$ cat src/rtl/ec_pkg.sv
// shared types, constants and arithmetic helpers for the 3x3 rgb emboss filter
// no dependencies
package ec_pkg;

    // window geometry defaults
    localparam int WinColsDef = 3;
    localparam int WinRowsDef = 3;

    // fixed field widths
    localparam int PixW   = 8;
    localparam int SumW   = 16;
    localparam int CoefW  = 36;
    localparam int BiasW  = 10;
    localparam int WtW    = 4;
    localparam int TapIdxW = 4;
    localparam int CoefTaps = 9;
    localparam int NumChan  = 3;
    localparam int ProdW  = PixW + WtW + 1;

    // configuration register map
    localparam int AddrW = 4;
    localparam int DataW = 64;
    localparam logic [AddrW-1:0] AddrCoef = 4'h0;
    localparam logic [AddrW-1:0] AddrBias = 4'h8;

    // reset values of the registers
    localparam logic [CoefW-1:0] CoefReset = 36'h11010F0FF;
    localparam logic signed [BiasW-1:0] BiasReset = 10'sd128;

    localparam int PixMax = 255;

    typedef logic signed [SumW-1:0] t_sum;
    typedef logic [PixW-1:0] t_pix;

    // per-item control handed to every lane
    typedef struct packed {
        logic acc_en;
        logic last;
    } t_lane_ctl;

    // weight of one tap, zero for taps beyond the coefficient register
    function automatic logic signed [WtW-1:0] tap_weight(
        input logic [CoefW-1:0]   coef,
        input logic [TapIdxW-1:0] idx
    );
        logic signed [WtW-1:0] w;
        w = '0;
        if (idx < TapIdxW'(CoefTaps)) begin
            w = coef[WtW*idx +: WtW];
        end
        return w;
    endfunction

    // biased sum clamped to 0..255
    function automatic t_pix clamp_chan(
        input t_sum                   s,
        input logic signed [BiasW-1:0] b
    );
        logic signed [SumW:0] v;
        t_pix r;
        v = (SumW+1)'(s) + (SumW+1)'(b);
        if (v < 0) begin
            r = '0;
        end else if (v > (SumW+1)'(PixMax)) begin
            r = PixW'(PixMax);
        end else begin
            r = v[PixW-1:0];
        end
        return r;
    endfunction

endpackage

$ cat src/rtl/ec_lane.sv
// one channel lane: multiply-accumulate of a pixel by its tap weight
// depends on ec_pkg
module ec_lane (
    input  logic                             i_clk,
    input  logic                             i_rst_n,
    input  ec_pkg::t_lane_ctl                i_ctl,
    input  ec_pkg::t_pix                     i_pix,
    input  logic signed [ec_pkg::WtW-1:0]    i_weight,
    output ec_pkg::t_sum                     o_sum
);
    import ec_pkg::*;

    t_sum r_acc, n_acc;
    t_sum r_done, n_done;
    logic signed [ProdW-1:0] w_prod;
    t_sum w_total;

    // product of unsigned pixel and signed weight, then running sum
    assign w_prod  = $signed({1'b0, i_pix}) * ProdW'(i_weight);
    assign w_total = r_acc + SumW'(w_prod);

    always_comb begin
        n_acc  = r_acc;
        n_done = r_done;
        if (i_ctl.acc_en) begin
            if (i_ctl.last) begin
                n_acc  = '0;
                n_done = w_total;
            end else begin
                n_acc = w_total;
            end
        end
    end

    // accumulator is state, finished sum is payload
    always_ff @(posedge i_clk) begin
        if (!i_rst_n) begin
            r_acc <= '0;
        end else begin
            r_acc <= n_acc;
        end
        r_done <= n_done;
    end

    assign o_sum = r_done;

endmodule

$ cat src/rtl/ec_merge.sv
// merging stage: adds bias, clamps each lane and holds the result item
// depends on ec_pkg
module ec_merge (
    input  logic                              i_clk,
    input  logic                              i_rst_n,
    input  ec_pkg::t_sum                      i_sum [ec_pkg::NumChan],
    input  logic                              i_done_vld,
    input  logic signed [ec_pkg::BiasW-1:0]   i_bias,
    input  logic                              i_out_rdy,
    output logic                              o_take,
    output logic                              o_out_vld,
    output ec_pkg::t_pix                      o_out [ec_pkg::NumChan]
);
    import ec_pkg::*;

    logic r_vld, n_vld;
    t_pix r_out [NumChan];
    t_pix n_out [NumChan];

    // a finished window moves in when the output register is free or drains
    assign o_take = i_done_vld && (!r_vld || i_out_rdy);

    always_comb begin
        n_vld = r_vld;
        if (o_take) begin
            n_vld = 1'b1;
        end else if (i_out_rdy) begin
            n_vld = 1'b0;
        end
        for (int c = 0; c < NumChan; c++) begin
            n_out[c] = o_take ? clamp_chan(i_sum[c], i_bias) : r_out[c];
        end
    end

    always_ff @(posedge i_clk) begin
        if (!i_rst_n) begin
            r_vld <= 1'b0;
        end else begin
            r_vld <= n_vld;
        end
        r_out <= n_out;
    end

    assign o_out_vld = r_vld;
    assign o_out     = r_out;

endmodule

$ cat src/rtl/emboss_convolution_3x3_rgb.sv
// top level of the 3x3 rgb emboss filter: config registers, tap counter,
// three channel lanes and the merging stage; depends on ec_pkg, ec_lane, ec_merge
//
// The block takes the WIN_COLS*WIN_ROWS pixels of one window, one pixel per
// item in row-major order, and returns one item with the three clamped channel
// values after the last pixel of the window. Each channel has its own
// multiply-accumulate lane, so a pixel can be taken every clock cycle unless input
// is stalled; the result goes through a finished-sum register and a clamp/output
// register before it is valid on the output.
// Input is stalled only while both result registers are full and the output
// side is not taking.
// Coefficients (36 bits, nine 4-bit signed weights, tap k at bits 4k+3..4k)
// sit at byte address 0x0 and the signed 10-bit bias at 0x8; write them only
// between windows.
module emboss_convolution_3x3_rgb #(
    parameter int WIN_COLS = ec_pkg::WinColsDef,
    parameter int WIN_ROWS = ec_pkg::WinRowsDef
) (
    input  logic                       i_clk,
    input  logic                       i_rst_n,
    // configuration port
    input  logic                       psel,
    input  logic                       penable,
    input  logic                       pwrite,
    input  logic [ec_pkg::AddrW-1:0]   paddr,
    input  logic [ec_pkg::DataW-1:0]   pwdata,
    output logic [ec_pkg::DataW-1:0]   prdata,
    output logic                       pready,
    // pixel input
    input  logic                       s_axis_tvalid,
    output logic                       s_axis_tready,
    input  logic [23:0]                s_axis_tdata,  // chan_low, chan_mid, chan_high
    // result output
    output logic                       m_axis_tvalid,
    input  logic                       m_axis_tready,
    output logic [23:0]                m_axis_tdata   // out_low, out_mid, out_high
);
    import ec_pkg::*;

    localparam int NumTaps = WIN_COLS * WIN_ROWS;
    localparam int TapW    = (NumTaps > 1) ? $clog2(NumTaps) : 1;

    logic [CoefW-1:0]        r_coef, n_coef;
    logic signed [BiasW-1:0] r_bias, n_bias;
    logic [TapW-1:0]         r_tap, n_tap;
    logic                    r_done_vld, n_done_vld;

    logic                    w_wr;
    logic                    w_accept;
    logic                    w_last;
    logic                    w_take;
    logic signed [WtW-1:0]   w_weight;
    t_lane_ctl               w_ctl;
    t_sum                    w_sum [NumChan];
    t_pix                    w_pix [NumChan];
    t_pix                    w_out [NumChan];

    // configuration writes and reads
    assign pready = 1'b1;
    assign w_wr   = psel && penable && pwrite;

    always_comb begin
        n_coef = r_coef;
        n_bias = r_bias;
        if (w_wr) begin
            case (paddr)
                AddrCoef: n_coef = pwdata[CoefW-1:0];
                AddrBias: n_bias = pwdata[BiasW-1:0];
                default:  ;
            endcase
        end
    end

    always_comb begin
        case (paddr)
            AddrCoef: prdata = DataW'(r_coef);
            AddrBias: prdata = DataW'(unsigned'(r_bias));
            default:  prdata = '0;
        endcase
    end

    // input handshake and tap position
    assign s_axis_tready = !r_done_vld || w_take;
    assign w_accept      = s_axis_tvalid && s_axis_tready;
    assign w_last        = (r_tap == TapW'(NumTaps - 1));
    assign w_weight      = tap_weight(r_coef, TapIdxW'(r_tap));
    assign w_ctl         = '{acc_en: w_accept, last: w_last};

    always_comb begin
        n_tap      = r_tap;
        n_done_vld = r_done_vld;
        if (w_accept) begin
            n_tap = w_last ? '0 : r_tap + 1'b1;
        end
        if (w_accept && w_last) begin
            n_done_vld = 1'b1;
        end else if (w_take) begin
            n_done_vld = 1'b0;
        end
    end

    always_ff @(posedge i_clk) begin
        if (!i_rst_n) begin
            r_coef     <= CoefReset;
            r_bias     <= BiasReset;
            r_tap      <= '0;
            r_done_vld <= 1'b0;
        end else begin
            r_coef     <= n_coef;
            r_bias     <= n_bias;
            r_tap      <= n_tap;
            r_done_vld <= n_done_vld;
        end
    end

    // one lane per color channel
    assign w_pix[0] = s_axis_tdata[7:0];
    assign w_pix[1] = s_axis_tdata[15:8];
    assign w_pix[2] = s_axis_tdata[23:16];

    for (genvar c = 0; c < NumChan; c++) begin : g_lane
        ec_lane u_lane (
            .i_clk    (i_clk),
            .i_rst_n  (i_rst_n),
            .i_ctl    (w_ctl),
            .i_pix    (w_pix[c]),
            .i_weight (w_weight),
            .o_sum    (w_sum[c])
        );
    end

    // bias, clamp and output register
    ec_merge u_merge (
        .i_clk      (i_clk),
        .i_rst_n    (i_rst_n),
        .i_sum      (w_sum),
        .i_done_vld (r_done_vld),
        .i_bias     (r_bias),
        .i_out_rdy  (m_axis_tready),
        .o_take     (w_take),
        .o_out_vld  (m_axis_tvalid),
        .o_out      (w_out)
    );

    assign m_axis_tdata = {w_out[2], w_out[1], w_out[0]};

endmodule
$ cat config.mk
export PLATFORM = sky130hd
export DESIGN_NAME = emboss_convolution_3x3_rgb
export DESIGN_NICKNAME = d
export VERILOG_FILES = /design/src/rtl/ec_pkg.sv /design/src/rtl/ec_lane.sv /design/src/rtl/ec_merge.sv /design/src/rtl/emboss_convolution_3x3_rgb.sv
export SDC_FILE = /design/constraint.sdc
export NUM_CORES = 1
export LEC_CHECK = 0
export BUFFER_PORTS_ARGS = -buffer_cell sky130_fd_sc_hd__buf_2
export CORE_UTILIZATION = 40
export CTS_CLUSTER_SIZE = 40
export DETAILED_ROUTE_END_ITERATION = 10
export PLACE_DENSITY_LB_ADDON = 0.08
export SETUP_SLACK_MARGIN = 0.5
export SLEW_MARGIN = 20
export SYNTH_ARGS = -nofsm -noshare
export SYNTH_HDL_FRONTEND = slang
export SYNTH_SLANG_ARGS = --single-unit
$ cat constraint.sdc
create_clock -name i_clk -period 7.6 [get_ports i_clk]
set_clock_uncertainty 0.15 [all_clocks]
set_input_delay 1.52 -clock i_clk [delete_from_list [all_inputs] [get_ports i_clk]]
set_output_delay 1.52 -clock i_clk [all_outputs]
set_load 0.01 [all_outputs]
==> out/qor.csv <==
metric;value;unit
max_freq;160;MHz
cts_resized;0;
cp_data_arrival_time;6420;ps
slowest_stage;dfxtp_1;
dieArea;35500;um^2
drv_slew;0;
port_buffers;132;
post-route-min-period;6250;ps
num_io_pins;190;
finalSetupViolCount;0;
path_common_cell;fa_1;
worstHoldEndpoint;g_lane[0].u_lane.r_acc[0];
syn_inst;1493;
hold_path_class;flip-flop to flip-flop;
fillers;3368;
ff_latch_area;4160;um^2
yosysSeqAreaShare;0.300;
nets;1936;
first_pass_iters;5;
reg2reg_depth;19;
mostFrequentLayoutCell;nand2_1;
status;complete, no violations;
drv_cap;0;
rows;67;
crit_path_start_kind;flip-flop;
wl;33.3;mm
antennaDiodeCount;0;
grt_pass1_wl;55.1;mm
path_cells;mux4_2 -> mux2i_1 -> nor2_1 -> a21oi_2 -> buf_4 -> or2_2 -> fa_1 -> fa_1 -> fa_1 -> inv_1 -> fa_1 -> a21o_1 -> a21oi_1 -> o21a_1 -> nor3_1 -> a41o_1 -> o41ai_1 -> xnor2_1 -> a22o_1;
grt_antenna_before_repair;0;
cp.required;7770;ps
grt_setup_unrepaired;no;
clock_path_buffers;2;
powerDensity;330;nW/um^2
worst_skew_pair.late_latency;440;ps
worst-setup-path-type;flip-flop to flip-flop;
r2r-start;r_tap[1];
drtIter0Drc;462;
viasPerCell;5.11;
min_path_cells;2;
yosysWarnings;0;
grt_usage;0.196;
fin_setup_tns;0;ps
synth-main-ff-cell;dfxtp_1;
drive_above_1_share;0.130;
dp.final_hpwl;25.5;mm
cp-startpoint;r_tap[1];
crit_path_max_incr_delay;710;ps
area_growth;11.6;%
grt_start_max_net_pins;91;
cts-htree-levels;4;
timing.hold.ws;325;ps
initial_core_util;0.410;
reg2reg_to;g_lane[0].u_lane.r_acc[14];
gp_congestion;0.804;
synth_edf_count;72;
grt-ovfl-total;0;
route.detailed.drc;0;
coreArea;33900;um^2
hold_viol;0;
post_drt_wl_per_cell;16.1;um
relSlewSlack;0.316;
worst_pin_slew;1010;ps
cts.clk_slew.worst_paths;70;ps
period_share;0.823;
antenna_left;0;
cts_tree;built;
die_w;188;um
syn_area;13900;um^2
postCtsHoldBufs;0;
synth_area_per_cell;9.31;um^2
ys_seq_elements;172;
worst-path-max-fanout;28;
synth_cell_types;67;
irDropWorstVdd;187;uV
numClockSinks;172;
root_buffer;clkbuf_16;
via_count;10600;
async_reset_ff_frac;0;
final_cell_mix;160 x nand2_1, 156 x ha_1, 147 x inv_1;
reg2reg_slack;1350;ps
grt_pass1_vias;10500;
leakagePower;6.91;nW
cts_buffers;17;
chipHeight;188;um
end_kind;flip-flop;
multi_input_area;8920;um^2
postCtsSetupRepairBufs;0;
hp-start;g_lane[0].u_lane.r_acc[0];
## sequential cells by signal, indices dropped and copies added, names as in the netlist
name                 flops
r_tap                    4
r_done_vld               1
u_merge.o_out           24
r_bias                  10
g_lane.u_lane.r_acc     48
r_coef                  36
g_lane.u_lane.o_sum     48
u_merge.o_out_vld        1
## cells in the mapped netlist, types with 4 or more instances
library cell / instances / area, um^2
a211o_1: 4 / 35.0
a211oi_1: 12 / 90.1
a21boi_0: 45 / 338
a21o_1: 16 / 120
a21oi_1: 56 / 280
a22o_1: 22 / 193
a22oi_1: 22 / 165
a31oi_1: 5 / 31.3
and2_1: 94 / 588
and4_1: 4 / 35.0
buf_4: 29 / 218
clkbuf_1: 46 / 173
dfxtp_1: 100 / 2000
edfxtp_1: 72 / 2160
fa_1: 72 / 1440
ha_1: 156 / 1950
inv_1: 147 / 552
mux2i_1: 5 / 50.1
mux4_2: 8 / 180
nand2_1: 160 / 601
nand2b_1: 4 / 25.0
nand3_1: 37 / 185
nor2_1: 64 / 240
nor2b_1: 37 / 231
nor3_1: 28 / 140
nor4_1: 4 / 25.0
o211ai_1: 5 / 37.5
o21a_1: 33 / 248
o21ai_0: 43 / 215
o21bai_1: 9 / 67.6
o31a_1: 8 / 70.1
o41ai_1: 8 / 70.1
or2_2: 14 / 87.6
or3_1: 4 / 25.0
or4_1: 6 / 45.0
xnor2_1: 46 / 403
xor2_1: 18 / 158
## cells by family (layout without fill, tap and decap cells)
logic type      Yosys count  in the layout  synth area share
compound gates          320            320             0.162
xor+xnor                 64             64            0.0403
fa+ha+maj               228            228             0.244
buf+inv                 224            326            0.0685
flops                   172            172             0.300
mux                      13             13            0.0166
other cells               2             29          0.000540
simple gates            470            470             0.168
## report_power, final
part | switching [mW] | internal [mW] | leakage (nW)
registers | 0.0499 | 1.21 | 1.46
logic | 1.79 | 1.24 | 5.18
clock network | 0.395 | 0.430 | 0.270
## final cells by class
class / count / area share
clock buffers: 19 / 0.0281
clock inverters: 13 / 0.00702
multi-input cells: 1124 / 0.575
inverters: 147 / 0.0356
well taps: 448 / 0.0361
flip-flops and latches: 172 / 0.268
repair buffers: 147 / 0.0498
## worst max-delay path, delay by kind of cell, from the launching register on
family / cells / cell delay, ps
xor gates and xnor gates: 1 / 180
DFF: 1 / 710
buffers and inverters: 2 / 450
adders and majority gates: 4 / 1920
and+or+nand+nor: 3 / 350
AOI/OAI and AO/OA: 7 / 1580
muxes: 2 / 750
## per-layer routing
metal | vias to the layer above | share of wire | GRT usage
met5 | - | 0 | 0
met4 | 0 | 0.013 | 0.0428
met3 | 26 | 0.034 | 0.0251
met2 | 195 | 0.43 | 0.297
met1 | 5017 | 0.53 | 0.295
li1 | 5345 | - | -
## worst max path at each step
| stage | slack [ps] | to | cells after the start |
|---|---|---|---|
| global route | 920 | g_lane[0].u_lane.r_acc[14] | 19 |
| floorplan | 1600 | g_lane[2].u_lane.r_acc[15] | 22 |
| global placement | 1330 | g_lane[2].u_lane.r_acc[15] | 19 |
| finish | 1350 | g_lane[0].u_lane.r_acc[14] | 19 |
| CTS | 1330 | g_lane[1].u_lane.r_acc[15] | 19 |
| detailed placement | 1360 | g_lane[2].u_lane.r_acc[15] | 19 |
## stage by stage
step	util	cells	total power [mW]	setup WS, ps	cell area (um^2)
floorplan	-	1520	3.51	1600	14000
global placement	0.442	2038	4.28	1330	15000
detailed placement	0.442	2038	4.32	1360	15000
CTS	0.458	2070	5.16	1330	15500
global route	0.458	2070	5.62	922	15500
finish	0.458	2070	5.12	1350	15500
Note: power is estimated with default switching activity, not from simulation.
